<file path="src/sv/irct_pkg.sv">
// Shared types, constants and register map for the IR command frame transmitter.
package irct_pkg;

  localparam int FRAME_LENGTH = 19;
  localparam int FRAME_W      = 19;
  localparam int POS_W        = 5;
  localparam int IVL_W        = 20;
  localparam int CAR_W        = 10;
  localparam int BIT_W        = 16;
  localparam int STEP_W       = 3;
  localparam int BLINK_HALVES = 6;

  localparam int PADDR_W = 5;
  localparam int PDATA_W = 32;
  localparam int REG_IDX_W = 3;

  // Register indexes (byte address is 4 * index)
  localparam logic [REG_IDX_W-1:0] REG_CARRIER_TOP = 3'd0;
  localparam logic [REG_IDX_W-1:0] REG_BIT_TICKS   = 3'd1;
  localparam logic [REG_IDX_W-1:0] REG_BLINK_TICKS = 3'd2;
  localparam logic [REG_IDX_W-1:0] REG_HOLD_TICKS  = 3'd3;
  localparam logic [REG_IDX_W-1:0] REG_RESET_FRAME = 3'd4;
  localparam logic [REG_IDX_W-1:0] REG_READY_FRAME = 3'd5;
  localparam logic [REG_IDX_W-1:0] REG_GO_FRAME    = 3'd6;

  typedef enum logic [1:0] {
    CMD_NONE  = 2'd0,
    CMD_RESET = 2'd1,
    CMD_READY = 2'd2,
    CMD_GO    = 2'd3
  } cmd_t;

  typedef struct packed {
    logic [CAR_W-1:0]   carrier_top;
    logic [BIT_W-1:0]   bit_ticks;
    logic [IVL_W-1:0]   blink_ticks;
    logic [IVL_W-1:0]   hold_ticks;
    logic [FRAME_W-1:0] reset_frame;
    logic [FRAME_W-1:0] ready_frame;
    logic [FRAME_W-1:0] go_frame;
  } cfg_t;

  typedef struct packed {
    logic reset_pressed;
    logic ready_pressed;
    logic go_pressed;
  } btn_t;

  typedef struct packed {
    logic       ir_out;
    logic       status_enable;
    logic       status_level;
    logic       busy_res;
    logic [1:0] active_command;
  } drv_t;

endpackage

</file>
<file path="src/sv/irct_regs.sv">
// APB-style configuration register block.
module irct_regs (
  input  logic                          clk,
  input  logic                          rst,
  input  logic                          psel,
  input  logic                          penable,
  input  logic                          pwrite,
  input  logic [irct_pkg::PADDR_W-1:0]  paddr,
  input  logic [irct_pkg::PDATA_W-1:0]  pwdata,
  output logic [irct_pkg::PDATA_W-1:0]  prdata,
  output logic                          pready,
  output irct_pkg::cfg_t                cfg
);

  logic [irct_pkg::REG_IDX_W-1:0] idx;
  logic                           wr;

  assign idx    = paddr[irct_pkg::PADDR_W-1:2];
  assign wr     = psel && penable && pwrite;
  assign pready = 1'b1;

  always_ff @(posedge clk) begin
    if (rst) begin
      cfg.carrier_top <= irct_pkg::CAR_W'(104);
      cfg.bit_ticks   <= irct_pkg::BIT_W'(3200);
      cfg.blink_ticks <= irct_pkg::IVL_W'(64000);
      cfg.hold_ticks  <= irct_pkg::IVL_W'(512000);
      cfg.reset_frame <= irct_pkg::FRAME_W'(66202);
      cfg.ready_frame <= irct_pkg::FRAME_W'(66200);
      cfg.go_frame    <= irct_pkg::FRAME_W'(66216);
    end else if (wr) begin
      unique case (idx)
        irct_pkg::REG_CARRIER_TOP: cfg.carrier_top <= pwdata[irct_pkg::CAR_W-1:0];
        irct_pkg::REG_BIT_TICKS:   cfg.bit_ticks   <= pwdata[irct_pkg::BIT_W-1:0];
        irct_pkg::REG_BLINK_TICKS: cfg.blink_ticks <= pwdata[irct_pkg::IVL_W-1:0];
        irct_pkg::REG_HOLD_TICKS:  cfg.hold_ticks  <= pwdata[irct_pkg::IVL_W-1:0];
        irct_pkg::REG_RESET_FRAME: cfg.reset_frame <= pwdata[irct_pkg::FRAME_W-1:0];
        irct_pkg::REG_READY_FRAME: cfg.ready_frame <= pwdata[irct_pkg::FRAME_W-1:0];
        irct_pkg::REG_GO_FRAME:    cfg.go_frame    <= pwdata[irct_pkg::FRAME_W-1:0];
        default: ;
      endcase
    end
  end

  always_comb begin
    unique case (idx)
      irct_pkg::REG_CARRIER_TOP: prdata = irct_pkg::PDATA_W'(cfg.carrier_top);
      irct_pkg::REG_BIT_TICKS:   prdata = irct_pkg::PDATA_W'(cfg.bit_ticks);
      irct_pkg::REG_BLINK_TICKS: prdata = irct_pkg::PDATA_W'(cfg.blink_ticks);
      irct_pkg::REG_HOLD_TICKS:  prdata = irct_pkg::PDATA_W'(cfg.hold_ticks);
      irct_pkg::REG_RESET_FRAME: prdata = irct_pkg::PDATA_W'(cfg.reset_frame);
      irct_pkg::REG_READY_FRAME: prdata = irct_pkg::PDATA_W'(cfg.ready_frame);
      irct_pkg::REG_GO_FRAME:    prdata = irct_pkg::PDATA_W'(cfg.go_frame);
      default:                   prdata = '0;
    endcase
  end

endmodule

</file>
<file path="src/sv/irct_carrier.sv">
// Free-running square carrier, advanced once per accepted tick.
module irct_carrier (
  input  logic                        clk,
  input  logic                        rst,
  input  logic                        tick,
  input  logic [irct_pkg::CAR_W-1:0]  carrier_top,
  output logic                        carrier
);

  logic [irct_pkg::CAR_W-1:0] count;
  logic                       phase;

  always_ff @(posedge clk) begin
    if (rst) begin
      count <= '0;
      phase <= 1'b0;
    end else if (tick) begin
      if (count >= carrier_top) begin
        count <= '0;
        phase <= ~phase;
      end else begin
        count <= count + 1'b1;
      end
    end
  end

  // phase as it stood before this tick's update
  assign carrier = phase;

endmodule

</file>
<file path="src/sv/irct_seq.sv">
// Command sequencer: frame bit timing, status pin pattern and result fields.
module irct_seq (
  input  logic                 clk,
  input  logic                 rst,
  input  logic                 tick,
  input  irct_pkg::btn_t       btn,
  input  irct_pkg::cfg_t       cfg,
  input  logic                 carrier,
  output irct_pkg::drv_t       res
);

  typedef enum logic [1:0] {
    PH_IDLE   = 2'd0,
    PH_FRAME  = 2'd1,
    PH_STATUS = 2'd2
  } phase_t;

  phase_t                              phase, phase_next;
  irct_pkg::cmd_t                      cmd, cmd_next;
  logic [irct_pkg::FRAME_W-1:0]        frame_bits, frame_bits_next;
  logic [irct_pkg::POS_W-1:0]          pos, pos_next, pos_inc;
  logic [irct_pkg::IVL_W-1:0]          ivl, ivl_next, ivl_inc, lim;
  logic                                ivl_done;
  logic [irct_pkg::STEP_W-1:0]         step, step_next, step_inc;
  logic                                status_latch, status_latch_next;
  logic [(1 << irct_pkg::POS_W)-1:0]   frame_ext;

  always_comb begin
    phase_next        = phase;
    cmd_next          = cmd;
    frame_bits_next   = frame_bits;
    pos_next          = pos;
    ivl_next          = ivl;
    step_next         = step;
    status_latch_next = status_latch;
    res               = '0;
    res.status_level  = status_latch;

    // pick a new command when idle; the same tick already sends bit 0
    if (phase != PH_FRAME && phase != PH_STATUS) begin
      phase_next = PH_IDLE;
      if (btn.reset_pressed) begin
        cmd_next        = irct_pkg::CMD_RESET;
        frame_bits_next = cfg.reset_frame;
      end else if (btn.ready_pressed) begin
        cmd_next        = irct_pkg::CMD_READY;
        frame_bits_next = cfg.ready_frame;
      end else if (btn.go_pressed) begin
        cmd_next        = irct_pkg::CMD_GO;
        frame_bits_next = cfg.go_frame;
      end else begin
        cmd_next = irct_pkg::CMD_NONE;
      end
      if (cmd_next != irct_pkg::CMD_NONE) begin
        phase_next = PH_FRAME;
        pos_next   = '0;
        ivl_next   = '0;
        step_next  = '0;
      end
    end

    // one shared interval timer; limit depends on what is running
    if (phase_next == PH_FRAME) begin
      lim = irct_pkg::IVL_W'(cfg.bit_ticks);
    end else if (cmd_next == irct_pkg::CMD_RESET) begin
      lim = cfg.blink_ticks;
    end else begin
      lim = cfg.hold_ticks;
    end
    ivl_inc   = ivl_next + 1'b1;
    ivl_done  = (ivl_inc >= lim) || (ivl_inc == '0);
    pos_inc   = pos_next + 1'b1;
    step_inc  = step_next + 1'b1;
    frame_ext = (1 << irct_pkg::POS_W)'(frame_bits_next);

    unique case (phase_next)
      PH_FRAME: begin
        res.ir_out         = ~frame_ext[pos_next] & carrier;
        res.status_enable  = 1'b1;
        res.busy_res       = 1'b1;
        res.active_command = cmd_next;
        ivl_next           = ivl_done ? '0 : ivl_inc;
        if (ivl_done) begin
          if (32'(pos_inc) >= irct_pkg::FRAME_LENGTH || pos_inc == '0) begin
            phase_next        = PH_STATUS;
            step_next         = '0;
            pos_next          = '0;
            status_latch_next = (cmd_next == irct_pkg::CMD_READY);
          end else begin
            pos_next = pos_inc;
          end
        end
      end
      PH_STATUS: begin
        res.status_enable  = 1'b1;
        res.busy_res       = 1'b1;
        res.active_command = cmd_next;
        ivl_next           = ivl_done ? '0 : ivl_inc;
        if (ivl_done) begin
          if (cmd_next == irct_pkg::CMD_RESET) begin
            if (32'(step_inc) >= irct_pkg::BLINK_HALVES) begin
              phase_next = PH_IDLE;
              step_next  = '0;
            end else begin
              step_next         = step_inc;
              status_latch_next = ~status_latch;
            end
          end else begin
            phase_next = PH_IDLE;
          end
        end
        if (phase_next == PH_IDLE) cmd_next = irct_pkg::CMD_NONE;
      end
      default: ;
    endcase
  end

  always_ff @(posedge clk) begin
    if (rst) begin
      phase        <= PH_IDLE;
      cmd          <= irct_pkg::CMD_NONE;
      frame_bits   <= '0;
      pos          <= '0;
      ivl          <= '0;
      step         <= '0;
      status_latch <= 1'b0;
    end else if (tick) begin
      phase        <= phase_next;
      cmd          <= cmd_next;
      frame_bits   <= frame_bits_next;
      pos          <= pos_next;
      ivl          <= ivl_next;
      step         <= step_next;
      status_latch <= status_latch_next;
    end
  end

endmodule

</file>
<file path="src/sv/ir_command_frame_transmitter_unit.sv">
// Top level of the IR command frame transmitter.
//
// Usage:
//  - btn channel (btn_valid/btn_ready/btn): one transfer per base-clock tick,
//    carrying the three button flags. Each accepted transfer advances the
//    carrier counter, bit timer and status timer by exactly one tick.
//  - drv channel (drv_valid/drv_ready/drv): one result transfer per accepted
//    tick, in order: gated carrier, status pin enable/level, busy flag and
//    the active command code.
//  - APB-style port: seven 32-bit registers at 4*index, pready tied high.
//    Write only while no tick is outstanding.
// Timing: a result appears on drv in the cycle after its tick is accepted.
// Throughput: one tick per cycle unless drv stalls; all per-tick work is one
//   pass of logic from the state registers to the result register, the widest
//   piece being the shared 20-bit interval increment and compare.
// Reset (rst, synchronous): registers return to defaults, carrier and
//   sequencer clear to idle, the result register empties.
// Stall: while drv is stalled the held result stays put; btn_ready drops
//   only when the result register is full and not being taken.
module ir_command_frame_transmitter_unit (
  input  logic                          clk,
  input  logic                          rst,
  input  logic                          btn_valid,
  output logic                          btn_ready,
  input  irct_pkg::btn_t                btn,
  output logic                          drv_valid,
  input  logic                          drv_ready,
  output irct_pkg::drv_t                drv,
  input  logic                          psel,
  input  logic                          penable,
  input  logic                          pwrite,
  input  logic [irct_pkg::PADDR_W-1:0]  paddr,
  input  logic [irct_pkg::PDATA_W-1:0]  pwdata,
  output logic [irct_pkg::PDATA_W-1:0]  prdata,
  output logic                          pready
);

  irct_pkg::cfg_t cfg;
  irct_pkg::drv_t res;
  logic           tick;
  logic           carrier;

  // accept whenever the result slot is free or emptying this cycle
  assign btn_ready = !drv_valid || drv_ready;
  assign tick      = btn_valid && btn_ready;

  irct_regs u_regs (
    .clk     (clk),
    .rst     (rst),
    .psel    (psel),
    .penable (penable),
    .pwrite  (pwrite),
    .paddr   (paddr),
    .pwdata  (pwdata),
    .prdata  (prdata),
    .pready  (pready),
    .cfg     (cfg)
  );

  irct_carrier u_carrier (
    .clk         (clk),
    .rst         (rst),
    .tick        (tick),
    .carrier_top (cfg.carrier_top),
    .carrier     (carrier)
  );

  irct_seq u_seq (
    .clk     (clk),
    .rst     (rst),
    .tick    (tick),
    .btn     (btn),
    .cfg     (cfg),
    .carrier (carrier),
    .res     (res)
  );

  // result register: payload needs no reset
  always_ff @(posedge clk) begin
    if (rst) begin
      drv_valid <= 1'b0;
    end else if (tick) begin
      drv_valid <= 1'b1;
    end else if (drv_ready) begin
      drv_valid <= 1'b0;
    end
  end

  always_ff @(posedge clk) begin
    if (tick) begin
      drv <= res;
    end
  end

endmodule

</file>
<file path="config.mk">
export PLATFORM = sky130hd
export DESIGN_NAME = ir_command_frame_transmitter_unit
export DESIGN_NICKNAME = d
export VERILOG_FILES = /design/src/sv/irct_pkg.sv /design/src/sv/irct_regs.sv /design/src/sv/irct_carrier.sv /design/src/sv/irct_seq.sv /design/src/sv/ir_command_frame_transmitter_unit.sv
export SDC_FILE = /design/constraint.sdc
export NUM_CORES = 1
export LEC_CHECK = 0
export BUFFER_PORTS_ARGS = -buffer_cell sky130_fd_sc_hd__buf_4
export CORE_MARGIN = 2
export CORE_UTILIZATION = 25
export CTS_CLUSTER_SIZE = 24
export DETAILED_ROUTE_END_ITERATION = 6
export PLACE_DENSITY = 0.51
export REMOVE_ABC_BUFFERS = 1
export SETUP_SLACK_MARGIN = 0.02
export SYNTH_ARGS = -nofsm -noshare
export SYNTH_HDL_FRONTEND = slang
export SYNTH_SLANG_ARGS = --single-unit
</file>
<file path="constraint.sdc">
create_clock -name clk -period 8.7 [get_ports clk]
set_clock_uncertainty 0.2 [all_clocks]
set_input_delay 0.87 -clock clk [delete_from_list [all_inputs] [get_ports clk]]
set_output_delay 0.87 -clock clk [all_outputs]
set_load 0.005 [all_outputs]
</file>
==> results of run 1 <==
==> layout by cell type, fill, tap and decap left out, drive strengths merged, types with 13 or more instances in the layout <==
cell	instances
o211ai	25
inv	27
nor2	116
buf	78
a21oi	193
xnor2	13
o21ai	39
clkbuf	18
nand2	353
conb	13
a22oi	13
nand3	74
ha	39
dfxtp	187
mux2i	40
and2	14
xor2	19
==> cells in the mapped netlist (all sizes together) (12+ instances only) <==
master / count
nand2: 353
a21oi: 193
dfxtp: 187
nor2: 116
clkbuf: 87
nand3: 74
mux2i: 40
ha: 39
o21ai: 39
buf: 36
o211ai: 25
inv: 24
xor2: 19
and2: 14
a22oi: 13
xnor2: 13
a211oi: 12
a31oi: 12
and3: 12
nor3: 12
==> area by class of cell <==
class / count / area (um2) / area share
sequential: 192 / 3890 / 0.315
multi-input combinational: 1132 / 6440 / 0.521
timing repair buffer: 78 / 586 / 0.0474
inverter: 28 / 105 / 0.00851
tap: 585 / 732 / 0.0592
clock inverter: 12 / 159 / 0.0129
clock buffer: 18 / 439 / 0.0355
==> report_power, final <==
group | internal [mW] | total (mW) | switching, mW
Clock | 0.461 | 0.844 | 0.383
Sequential | 0.900 | 0.911 | 0.0110
Combinational | 0.103 | 0.330 | 0.227
==> layer usage <==
metal  part of all wire  track usage
met4              0.019       0.0502
met2               0.44        0.262
met1               0.48        0.250
met5                  0            0
met3              0.064       0.0277
==> cell families (layout without fill, tap and decap cells) <==
kind of cell / count (synthesis) / count (layout)
buffers and inverters: 151 / 136
DFF: 192 / 192
other: 2 / 13
AOI/OAI and AO/OA: 361 / 361
adders and majority gates: 39 / 39
muxes: 57 / 57
xor gates and xnor gates: 32 / 32
and+or+nand+nor: 630 / 630
==> worst max path at each step <==
stage,startpoint,end,slack [ns],depth (start not counted)
CTS,u_seq.phase[0],u_seq.step[1],2.37,19
finish,btn[2],u_seq.step[1],2.29,16
floorplan,u_seq.phase[0],u_seq.step[1],2.05,16
detailed placement,btn[2],u_seq.step[1],1.92,16
global placement,btn[2],u_seq.step[1],1.99,16
global route,u_seq.phase[0],u_seq.step[1],1.90,19
==> flip-flops by register name, indices dropped and copies added (netlist names) <==
signal,cells
u_regs.cfg,123
u_seq.ivl,20
u_seq.frame_bits,19
u_carrier.count,10
drv,5
u_seq.pos,5
u_seq.step,3
u_seq.cmd,2
u_seq.phase,2
drv_valid,1
u_carrier.carrier,1
u_seq.status_latch,1
==> worst max-delay path, cell delays in order <==
cell and delay (ns):
sky130_fd_sc_hd__buf_4 0.32, sky130_fd_sc_hd__clkinv_1 0.62, sky130_fd_sc_hd__a211oi_4 0.52, sky130_fd_sc_hd__buf_4 0.47, sky130_fd_sc_hd__mux2i_1 0.24, sky130_fd_sc_hd__nor2_1 0.05, sky130_fd_sc_hd__a21oi_1 0.29, sky130_fd_sc_hd__ha_1 0.31
sky130_fd_sc_hd__a21oi_1 0.13, sky130_fd_sc_hd__o21ai_0 0.15, sky130_fd_sc_hd__o211a_1 0.28, sky130_fd_sc_hd__o31ai_1 0.65, sky130_fd_sc_hd__o21a_1 0.97, sky130_fd_sc_hd__o21ai_1 0.23, sky130_fd_sc_hd__o21ai_0 0.25, sky130_fd_sc_hd__a32o_1 0.19
==> flow_results.org, run 1 <==
** Place
- Once detailed placement completed, the half-perimeter wirelength came to 25.6 mm.
- The count of buffers added on input and output ports is 60.
- Dpl cell area :: 11800 um2
- The number of placed instances, taps included, is between 2000 and 2500.
- Place WS :: 1.92 ns
- Last weighted congestion value of the routability-driven placer :: 0.815

** STA
- Slew of the pin with the lowest slew margin :: 1.29 ns
- The worst path meets setup with between 2 and 2.5 ns of slack.
- Normalized max-slew margin :: 0.139
- Final hold viol count :: 0
- Dividing the final minimum period by the clock period gives 0.736.
- Max Slew Vio Count :: 0
- The smallest clock period supported by the final layout is computed as 6.41 ns.
- Timing would allow up to 0.156 GHz.
- Setup repair after global routing left no endpoint under its margin.
- Setup violations remaining at the end of the flow were counted as 0.
- Total Negative Setup Slacks :: 0 ns
- Worst hold margin :: 0.261 ns

** Global routing
- The first global-routing pass estimated between 50 and 60 mm of wire.
- The number of antenna violations at the first check in global routing is 0.
- Entering global routing, the biggest net connects between 70 and 80 pins.
- After global routing the overflow that remains totals 0.
- Across every metal layer, demand over resource in global routing totals 0.173.
- Number of global-route vias before repair :: 9791

** Critical path
- The worst register-to-register path has a depth of 19.
- Endpoint type of the worst setup path :: flop
- Endpoint of the worst register-to-register path :: u_seq.step[1]
- Required arrival time at the worst endpoint :: 8.89 ns
- At the worst endpoint, the arrival time is roughly 6.6 ns.
- Type of element launching the critical path :: input port
- The startpoint identified for the worst register-to-register timing path is u_seq.phase[0].
- The worst register-to-register path has a setup slack of 2.38 ns.
- Worst Path Max Fanout :: 28
- Category of the most critical setup path :: in2reg

** Floorplanning
- Die Y :: 213 um
- The die covers around 45000 um2.
- Standard cell core area :: 43100 um2
- Horizontal die dimension :: 213 um
- The initial utilization of the core area, before any placement, comes to 0.253.
- Top Ports :: 88
- Row Count :: 76

** CTS
- After clock tree synthesis, the clock-pin slew on the worst setup and hold paths is roughly 0.08 ns.
- In this run, CTS created clock tree buffers numbering 17.
- The clock reaches the later pin of the worst-skew pair after 0.45 ns.
- Root Driver :: sky130_fd_sc_hd__clkbuf_16
- Post-cts hold buffer count :: 0
- Max Buffers Root-to-Sink :: 2
- The H-tree generated during clock tree synthesis spans 4 levels.
- Count of buffers added by post-CTS timing repair for setup :: 0
- Number of sinks on the clock net :: between 150 and 200
- CTS tree :: done
- Count of cells resized by post-cts repair :: 0

** Cells and area
- Final instance count without filler cells :: roughly 2000
- Relative to the synthesized area, the layout overhead comes to 13.2%.
- Count of fill cells added during filler insertion :: 4667
- In the final layout, the share of cells above drive strength 1 is 0.0966.
- Fin util :: 0.287
- Post-route cell area :: around 12000 um2
- Antenna cell count :: 0
- Post-layout net count :: 1535

** Min path
- Hold worst-path end :: u_seq.frame_bits[8]
- Type of the most critical hold path :: reg2reg
- The worst hold path begins at u_seq.frame_bits[8].
- Number of instances on the worst hold path :: 2

** Synth
- The synthesized design spends more area on one cell type than any other, namely sky130_fd_sc_hd__dfxtp_1.
- Of the post-synthesis cell area, the dominant cell type holds 0.343.
- Dominant cells by area after synthesis :: sky130_fd_sc_hd__dfxtp_1, sky130_fd_sc_hd__nand2_1, sky130_fd_sc_hd__a21oi_1, sky130_fd_sc_hd__ha_1, sky130_fd_sc_hd__nor2_1
- Number of flops mapped to enable cells by yosys :: 5
- Yosys warnings :: 0
- The most used flip-flop cell after synthesis is sky130_fd_sc_hd__dfxtp_1.
- Share of cell area taken by muxes after synthesis :: 0.0604
- Average instance area after synthesis :: between 7 and 8 um2
- For this run, asynchronously set or reset flops after synthesis account for 0.
- The complex-gate fraction of the synthesized area came to 0.203.
- Synth Area in XOR/XNOR :: 0.0257
- Synthesized cell area :: 10900 um2
- After synthesis, the largest family of logic cells by area is simple AND/OR/NAND/NOR gates.
- Adder-cell share of the synthesized area :: 0.0447
- Of the total synthesized cell area, the portion taken by AND, OR, NAND and NOR gates is 0.249.
- Post-synthesis instance total :: 1464
- Yosys mapped the design onto 74 distinct sky130hd cell types.
- Register bit count reported by yosys :: 192
- Of the synthesized area, sequential elements account for 0.357.

** Routing
- First-pass iteration count of the detailed router :: 6
- Via count :: roughly 10000
- The first routing iteration left 1009 violations.
- Routed vias/inst :: approximately 5.1
- Once detail routing completed, the nets flagged for antenna violations numbered 0.
- After detailed routing, the number of remaining DRC violations is 0.
- Dividing the detail-routed wire length by the instance count gives between 15 and 20 um.
- The final layout contains routed wiring with a total length of 38.6 mm.

** Power
- IR analysis of the VDD net gives a maximum drop of 125 uV.
- For this design the ratio of total power to cell area is ~170 nW/um2.
- Leakage power summed over all cells :: 4.56 nW
- The design draws 2.09 mW.

** Run status
- Run status :: completed

** Job
- The tool flagged a number of max-cap violations equal to 0.
(Power assumes the default switching activity.)
==> run 2: changes to the inputs <==
--- a/config.mk
+++ b/config.mk
@@ -5,6 +5,7 @@
 export SDC_FILE = /design/constraint.sdc
 export NUM_CORES = 1
 export LEC_CHECK = 0
+export ABC_AREA = 1
 export BUFFER_PORTS_ARGS = -buffer_cell sky130_fd_sc_hd__buf_4
 export CORE_MARGIN = 2
 export CORE_UTILIZATION = 25
==> constraint.sdc (replaced) <==
create_clock -name clk -period 5.9 [get_ports clk]
set_clock_uncertainty 0.2 [all_clocks]
set_input_delay 0.59 -clock clk [delete_from_list [all_inputs] [get_ports clk]]
set_output_delay 0.59 -clock clk [all_outputs]
set_load 0.005 [all_outputs]
==> run 2 against run 1 <==
Net effect: final area fell by 2.3%; synthesized cell count increased by 5.8%; die area shrank 3.2%; clock-buffer cell count is 2 higher; critical path depth increased by 4; sequential power grew 48%; core utilization grew 0.17 points; worst hold slack got worse by 0.090 ns; sequential share of layout area up 0.73 points; first-iteration DRC count down 32%; global-route usage is 0.55 points lower; synthesized area shrank 3.2%.
==> flow_results.org, run 2 <==
** Floorplanning
- Horizontal die dimension :: 210 um (-1.6%)
- Top Ports :: 88 (unchanged)
- The core area was 41900 um2 (-2.8%).
- The die span in y was 210 um (-1.6%).
- The number of core rows is 75 (-1.3%).
- The total die area was 43900 um2 (-3.2%).
- Initial Util :: 0.252 (-0.000993)

** Synth
- The fraction of the yosys area taken by sequential cells is 0.369 (+0.0119).
- sky130_fd_sc_hd__dfxtp_1 takes more of the synthesized area than any other cell.
- Async S/R FF share, synth :: 0 (unchanged)
- In the post-synthesis netlist, the biggest area contributors are sky130_fd_sc_hd__dfxtp_1, sky130_fd_sc_hd__nand2_1, sky130_fd_sc_hd__o21ai_0, sky130_fd_sc_hd__a21oi_1, sky130_fd_sc_hd__nor2_1.
- The number of standard cells after synthesis came to 1549 (+5.8%).
- In the synthesized netlist the dominant register cell turns out to be sky130_fd_sc_hd__dfxtp_1.
- Adder-cell share of the synthesized area :: 0.0462 (+0.00149)
- Register bit count reported by yosys :: 192 (unchanged)
- Share of cell area taken by muxes after synthesis :: 0 (-0.0604)
- Synth Area in XOR/XNOR :: 0.0124 (-0.0132)
- The number of enable flip-flop cells after synthesis is 5 (unchanged).
- By area, the combinational part of the netlist is dominated by simple AND/OR/NAND/NOR gates.
- Yosys warnings :: 0 (unchanged)
- The area fraction of the dominant cell type after synthesis came to 0.354 (+0.0114).
- sky130_fd_sc_hd__nand2_1 is the most common cell in the netlist.
- Fraction of the mapped netlist area in compound gates :: 0.232 (+0.0289)
- Synthesized cell area :: 10600 um2 (-3.2%)
- Average instance area after synthesis :: 6.82 um2 (-8.5%)
- The post-synthesis cell type count came to 44 (-41%).
- The simple logic cell fraction of the synthesized area was 0.237 (-0.0124).
- Post-synth top cells :: sky130_fd_sc_hd__nand2_1, sky130_fd_sc_hd__nor2_1, sky130_fd_sc_hd__dfxtp_1

** CTS
- Htree depth :: 4 (unchanged)
- CTS buffer count :: 17 (unchanged)
- CTS tree :: done
- The number of gates given a new drive strength after cts was 0 (unchanged).
- The number of hold buffers added after CTS is 0 (unchanged).
- The insertion delay to the later sink of the worst-skew pair was 0.46 ns (about the same).
- The CTS sink count came to 192 (unchanged).
- The tree is rooted in a sky130_fd_sc_hd__clkbuf_16.
- The buffer count from post-CTS setup fixing was 0 (unchanged).
- Max Buffers Root-to-Sink :: 2 (unchanged)
- The clock input transition at the sequential cells of the worst setup and hold paths was 0.07 ns (about the same).

** STA
- Highest clock frequency the design can meet :: 0.208 GHz
- Unrepaired setup endpoints after global routing :: false
- The worst hold margin is 0.171 ns (-0.0901 ns).
- The max-slew violation total from the final report was 0 (unchanged).
- The count of endpoints failing setup in the final report came to 0 (unchanged).
- Slew of the pin with the lowest slew margin :: 1.13 ns (-0.162 ns)
- Tcrit/Tclk final :: 0.816
- Normalized max-slew margin :: 0.248 (+0.108)
- Final hold viol count :: 0 (unchanged)
- The accumulated negative setup slack was 0 ns (unchanged).
- After layout, the minimum clock period comes to 4.81 ns.

** Routing
- Number of routed nets with antenna violations :: 0 (unchanged)
- The final routed wire length divided by cell count is 17.2 um (-9.0%).
- The final routed DRC violation total was 0 (unchanged).
- The total wirelength of the detailed-routed design was 36.6 mm (-5.3%).
- The total number of vias was 10600 (+1.5%).
- First-pass iteration count of the detailed router :: 5 (-1)
- The number of DRC violations after detailed-routing iteration 0 is 686 (-32%).
- Routed vias/inst :: 4.98 (-2.6%)

** Cells and area
- Max reg flops :: 123 (unchanged)
- The layout cell share with drive strength beyond 1 is 0.0887 (-0.00790).
- The library cell used most frequently in the layout, excluding fill and tap cells, is sky130_fd_sc_hd__nand2_1.
- The largest registers in the layout are u_regs.cfg (123), u_seq.ivl (20), u_seq.frame_bits (19).
- The utilization after layout came to 0.289 (+0.00172).
- Register cell area after layout :: 3890 um2 (unchanged)
- Compared with the post-synthesis result, the final layout area differs by 14.3%.
- The net count of the finished layout was 1663 (+8.3%).
- Count of fill cells added during filler insertion :: 4626 (-0.88%)
- Register with the highest flop count :: u_regs.cfg
- Combined area of the multi-input logic cells :: 5630 um2 (-13%)
- In the layout the commonest cells are sky130_fd_sc_hd__nand2_1, sky130_fd_sc_hd__nor2_1, sky130_fd_sc_hd__dfxtp_1.
- Final instance count without filler cells :: 2130 (+4.2%)

** Place
- The global placer's final weighted congestion was 0.842 (+3.3%).
- The estimated wirelength of the detail-placed design is 26.1 mm (+1.8%).
- The count of port buffers added during placement is 60 (unchanged).
- # placed instances :: 2097 (+4.1%)

** Run status
- The run finished with clean final reports.

** Global routing
- The overall fraction of global-route tracks in use is 0.167 (-0.00551).
- The maximum number of pins on one net before global-route repair was 59 (-22%).
- Number of global-route vias before repair :: 9995 (+2.1%)
- The number of antenna violations at the first check in global routing came to 2 (+2).
- Total overflow reported by the global router :: 0 (unchanged)
- The first-pass GRT wire length came to 57.3 mm (-3.6%).

** Power
- Power density over the cells :: 251 nW/um2 (+49%)
- The static leakage came to 5.10 nW (+12%).
- Total power of the final layout :: 3.03 mW (+45%)
- Max IR drop VDD :: 189 uV (+52%)

** Critical path
- Cells along the critical path :: inv_1 -> ha_1 -> inv_1 -> o21ai_1 -> a21oi_1 -> nor2_1 -> inv_1 -> o21ai_0 -> ha_1 -> a21oi_1 -> nor2_1 -> a211oi_1 -> o21ai_0 -> nand2_1 -> nand3_1 -> nor2_1 -> nand2_4 -> nor2_4 -> nand2_1 -> a21oi_1
- The data arrival at the endpoint of the critical path was 4.99 ns (-1.60 ns).
- STA classifies the critical path endpoint as a flop.
- The longest individual stage delay on the worst path was 0.55 ns (-0.42 ns).
- Type of element launching the critical path :: flop
- Category of the most critical setup path :: reg2reg
- Among all stages on the critical path, the largest delay is contributed by sky130_fd_sc_hd__o21ai_1.
- The kind of cell with the highest combined delay along the critical path is compound AO/OA/AOI/OAI gates.
- CP Buf/Inv Count :: 3 (unchanged)
- Worst Path Max Fanout :: 21 (-25%)
- Required arrival time at the worst endpoint :: 6.07 ns (-2.82 ns)

** Min path
- Type of the most critical hold path :: in2reg

** Job
- Max-Cap Viols :: 0 (unchanged)
run 2: routing by layer:
metal	wire length, um	up-vias	track usage
met3	2320	31	0.0346
li1	-	5213	-
met2	16500	348	0.264
met1	17300	5021	0.236
met4	460	2	0.0352
met5	11	-	0
run 2: worst reg2reg max path, stage by stage (launching register included):
cell and delay (ns):
sky130_fd_sc_hd__dfxtp_1 0.36, sky130_fd_sc_hd__inv_1 0.05, sky130_fd_sc_hd__ha_1 0.32, sky130_fd_sc_hd__inv_1 0.09, sky130_fd_sc_hd__o21ai_1 0.55, sky130_fd_sc_hd__a21oi_1 0.12
sky130_fd_sc_hd__nor2_1 0.16, sky130_fd_sc_hd__inv_1 0.34, sky130_fd_sc_hd__o21ai_0 0.53, sky130_fd_sc_hd__ha_1 0.34, sky130_fd_sc_hd__a21oi_1 0.14, sky130_fd_sc_hd__nor2_1 0.05
sky130_fd_sc_hd__a211oi_1 0.16, sky130_fd_sc_hd__o21ai_0 0.13, sky130_fd_sc_hd__nand2_1 0.07, sky130_fd_sc_hd__nand3_1 0.06, sky130_fd_sc_hd__nor2_1 0.17, sky130_fd_sc_hd__nand2_4 0.18
sky130_fd_sc_hd__nor2_4 0.46, sky130_fd_sc_hd__nand2_1 0.11, sky130_fd_sc_hd__a21oi_1 0.15
run 2: worst paths after layout:
check                               startpoint        endpoint  slack, ns  depth (start not counted)
worst min-delay path                pwdata[19]  u_regs.cfg[96]       0.17                          3
worst max-delay path            u_seq.phase[0]    u_seq.ivl[9]       1.09                         20
worst min register to register    u_seq.pos[1]    u_seq.pos[1]       0.27                          2
worst max register to register  u_seq.phase[0]    u_seq.ivl[9]       1.09                         20
run 2: layout make-up:
cell class                      instances  area share
Inverter                              178      0.0553
Multi-Input combinational cell       1101       0.466
Tap cell                              539      0.0558
Sequential cell                       192       0.322
Clock inverter                         12     0.00818
Timing Repair Buffer                   87      0.0541
Antenna cell                            1    0.000207
Clock buffer                           20      0.0378
run 2: cells by family after synthesis:
| family | Yosys count |
|---|---|
| AND/OR/NAND/NOR | 600 |
| AO/OA/AOI/OAI | 434 |
| other | 2 |
| buffers and inverters | 267 |
| XOR/XNOR | 15 |
| adder cells (fa/ha/maj) | 39 |
| flip-flops | 192 |
run 2: through the flow:
stage / cell area (um2) / setup WS [ns]
2_1_floorplan: 10200 / 0.953
3_5_place_dp: 11500 / 0.979
5_1_grt: 12100 / 0.642
6_report: 12100 / 1.09
4_1_cts: 12100 / 1.06
3_3_place_gp: 11500 / 1.03
run 2: power by group:
group	switching, mW	total [mW]	leakage, nW	internal [mW]
registers	0.0182	1.35	1.57	1.34
clock network	0.578	1.15	0.275	0.574
logic	0.369	0.526	3.26	0.157
total	0.965	3.03	5.10	2.07
==> run 3: changes to the inputs <==
--- a/config.mk
+++ b/config.mk
@@ -11,7 +11,7 @@
 export CORE_UTILIZATION = 25
 export CTS_CLUSTER_SIZE = 24
 export DETAILED_ROUTE_END_ITERATION = 6
-export PLACE_DENSITY = 0.51
+export PLACE_DENSITY = 0.52
 export REMOVE_ABC_BUFFERS = 1
 export SETUP_SLACK_MARGIN = 0.02
 export SYNTH_ARGS = -nofsm -noshare
==> constraint.sdc (replaced) <==
create_clock -name clk -period 3.9 [get_ports clk]
set_clock_uncertainty 0.2 [all_clocks]
set_input_delay 0.39 -clock clk [delete_from_list [all_inputs] [get_ports clk]]
set_output_delay 0.39 -clock clk [all_outputs]
set_load 0.005 [all_outputs]
==> run 3 against run 2 <==
Net effect: the run now ends with negative setup slack left; core utilization up 4.1 points; die area did not move; sequential cell count stayed put; worst setup slack worse by 1.2 ns; largest power group unchanged.
==> flow_results.org, run 3 (synthesis results as in run 2) <==
** Cells and area
- The net count of the finished layout is 1770 (+6.4%).
- The largest registers in the layout are u_regs.cfg (123), u_seq.ivl (20), u_seq.frame_bits (19).
- Max reg flops :: 123 (unchanged)
- Antenna cell count :: 0 (-1)
- Most common cell after layout, fill and taps aside :: sky130_fd_sc_hd__nand2_1
- Register with the highest flop count :: u_regs.cfg
- The layout cell share with drive strength beyond 1 is 0.210 (+0.121).
- From synthesis to final layout, the design area changed by 30.5%.
- The design area was 13800 um2 (+14%).
- Commonest cells after routing, fill and taps aside :: sky130_fd_sc_hd__nand2_1, sky130_fd_sc_hd__dfxtp_1, sky130_fd_sc_hd__nor2_1
- The final cell count without fillers is 2236 (+5.0%).

** Global routing
- Number of global-route vias before repair :: 10500 (+4.8%)
- The overall fraction of global-route tracks in use is 0.171 (+0.00399).
- The maximum number of pins on one net before global-route repair came to 58 (-1.7%).
- Number of antenna violations at the first check in global routing :: 0 (-2)
- The first-pass GRT wire length was 58.8 mm (+2.6%).
- The overflow left after global routing was 0 (unchanged).

** Power
- The largest voltage drop on the vdd net came to 345 uV (+83%).
- The power spent charging and discharging nets is 1.65 mW (+71%).
- The internal power summed over all cells was 3.41 mW (+65%).
- The static leakage is 5.84 nW (+14%).
- Switch share :: 0.326 (+0.00818)
- Fraction of power consumed by the clock network :: 0.366 (-0.014)
- Power density over the cells :: 367 nW/um2 (+46%)
- Sequential cell fraction of total power :: 0.405 (-0.042)
- Total power of the final layout :: 5.06 mW (+67%)
- The power share of the combinational group is 0.228 (+0.055).

** Critical path
- The worst endpoint required time came to 4.08 ns (-1.99 ns).
- Path length in cells of the critical path :: 21 (+5.0%)
- The data arrival at the endpoint of the critical path is 4.16 ns (-0.83 ns).
- Worst Path Max Fanout :: 9 (-57%)
- Most Frequent Cell on Critical Path :: sky130_fd_sc_hd__nor2_4
- Endpoint type of the worst setup path :: flop
- The number of buffer and inverter instances along the worst setup path was 6 (+3).
- In this run the critical register-to-register path is launched from u_seq.phase[0].
- The kind of cell with the highest combined delay along the critical path is simple AND/OR/NAND/NOR gates.
- The worst setup path is launched from a flop.
- The critical path starts at u_seq.phase[0].
- Category of the most critical setup path :: reg2reg
- The longest individual stage delay on the worst path was 0.44 ns (-0.11 ns).
- The count of cells along the worst register-to-register path came to 21 (+5.0%).
- Cells along the critical path :: inv_2 -> ha_4 -> inv_4 -> o21ai_4 -> buf_6 -> a21oi_4 -> nor2_4 -> clkinv_4 -> buf_12 -> o21ai_0 -> ha_2 -> nand4_1 -> o21ai_1 -> nand2_1 -> nand3_2 -> nor2_4 -> nand2_8 -> nor2_4 -> clkbuf_16 -> nand2_1 -> a21oi_1
- The slowest stage of the critical path belongs to the cell sky130_fd_sc_hd__o21ai_0.

** CTS
- CTS placed an instance of sky130_fd_sc_hd__clkbuf_16 at the clock tree root.
- The insertion delay to the later sink of the worst-skew pair is 0.45 ns (about the same).
- Htree depth :: 4 (unchanged)
- The number of buffers on the longest clock path was 2 (unchanged).
- The number of buffers created by CTS is 17 (unchanged).
- CTS tree :: done
- The CTS sink count was 192 (unchanged).
- The clock input transition at the sequential cells of the worst setup and hold paths is 0.08 ns (about the same).

** Routing
- Routed vias/inst :: 4.93 (-1.1%)
- The final routed wire length divided by cell count was 17.0 um (-0.91%).
- The number of iterations in the first detailed-routing pass was 5 (unchanged).
- DRC violation count after routing :: 0 (unchanged)
- The total number of vias came to 11000 (+3.9%).
- The total wirelength of the detailed-routed design was 38.0 mm (+4.0%).
- Number of routed nets with antenna violations :: 0 (unchanged)
- The number of DRC violations after detailed-routing iteration 0 came to 837 (+22%).

** STA
- Final setup violation count :: 22 (+22)
- Max Slew Vio Count :: 0 (unchanged)
- Highest clock frequency the design can meet :: 0.251 GHz (+21%)
- Tcrit/Tclk final :: 1.02 (+0.205)
- Final min period :: 3.98 ns (-0.833 ns)
- Unrepaired setup endpoints after global routing :: true
- The number of hold violations in the final report came to 0 (unchanged).
- Normalized max-slew margin :: 0.380 (+0.132)
- Slew of the pin with the lowest slew margin :: 0.928 ns (-0.197 ns)
- The final critical-path setup slack was -0.0806 ns (-1.17 ns).

** Floorplanning
- Row Count :: 75 (unchanged)
- Die Y :: 210 um (unchanged)
- The total die area is 43900 um2 (unchanged).
- Top Ports :: 88 (unchanged)
- The horizontal die dimension is 210 um (unchanged).
- Standard cell core area :: 41900 um2 (unchanged)
- Initial Util :: 0.252 (unchanged)

** Min path
- The worst hold path begins at pwdata[15].
- Type of the most critical hold path :: in2reg
- The number of cells on the worst hold path came to 3 (unchanged).

** Place
- Dpl cell area :: 12200 um2 (+5.9%)
- The global placer's final weighted congestion was 0.876 (+4.1%).
- Total of buffers placed on input and output ports :: 60 (unchanged)
- # placed instances :: 2178 (+3.9%)
- Half-perimeter wire length after placement :: 26.8 mm (+3.0%)
- The worst slack at placement is -0.318 ns (-1.30 ns).

** Run status
- Violated checks :: negative setup slack
- Run status :: finished, violations left

** Job
- Max-Cap Viols :: 0 (unchanged)
## run 3: cell types whose count changed in the layout (fill, tap and decap cells not counted), sizes merged
| cell | before | now |
|---|---|---|
| buf | 87 | 189 |
| bufinv | 0 | 1 |
| clkinv | 11 | 10 |
| clkinvlp | 1 | 3 |
| diode | 1 | 0 |
| dlygate4sd3 | 0 | 2 |
| inv | 178 | 179 |
## run 3: worst min-delay path, cell delays in order
cell	delay (ns)
sky130_fd_sc_hd__buf_4	0.13
sky130_fd_sc_hd__nand2_1	0.06
sky130_fd_sc_hd__nand3_1	0.07
## run 3: per-stage QoR
| step | hold WS [ns] | utilization | TNS (ns) |
|---|---|---|---|
| after global placement | 0.255 | 0.292 | -5.25 |
| after detailed placement | 0.259 | 0.292 | -7.79 |
| after CTS | 0.00160 | 0.311 | 0 |
| after floorplan | 0.231 | - | -32.68 |
| after global routing | 0.0150 | 0.329 | -7.47 |
| final | 0.0160 | 0.329 | -1.10 |
## run 3: timing repair
item,4_1_cts,5_1_grt
buffers inserted,4,19
gates cloned,1,3
resized for setup,51,130
setup endpoints to repair,33,33
endpoints found under the hold margin,2,0
pin swaps,13,62
hold buffers,2,0
## run 3: power groups by stage
stage               clock (mW)  combinational, mW  sequential, mW
floorplan                    0              0.431            2.09
global placement             0              0.896            2.09
detailed placement           0              0.903            2.09
CTS                       1.89              0.975            2.05
global route              1.96               1.25            2.06
finish                    1.85               1.15            2.05
## run 3: cell type report
cell class	instances	area, um2
Multi-Input combinational cell	1101	6270
Fill cell	4448	28100
Tap cell	539	674
Inverter	178	681
Clock inverter	15	169
Timing Repair Buffer	194	1670
Clock buffer	17	425
Sequential cell	192	3900
## run 3: routing by layer
layer / global-route usage / vias to the layer above / part of all wire
met3: 0.0328 / 33 / 0.067
met1: 0.244 / 5187 / 0.48
li1: - / 5436 / -
met5: 0 / - / 0
met4: 0.0472 / 0 / 0.016
met2: 0.263 / 368 / 0.44
## run 3: worst paths after layout
kind | end | slack, ns
worst max-delay path | u_seq.ivl[16] | -0.08
worst min register to register | u_regs.cfg[60] | 0.27
worst min-delay path | u_regs.cfg[92] | 0.02
worst max register to register | u_seq.ivl[16] | -0.08
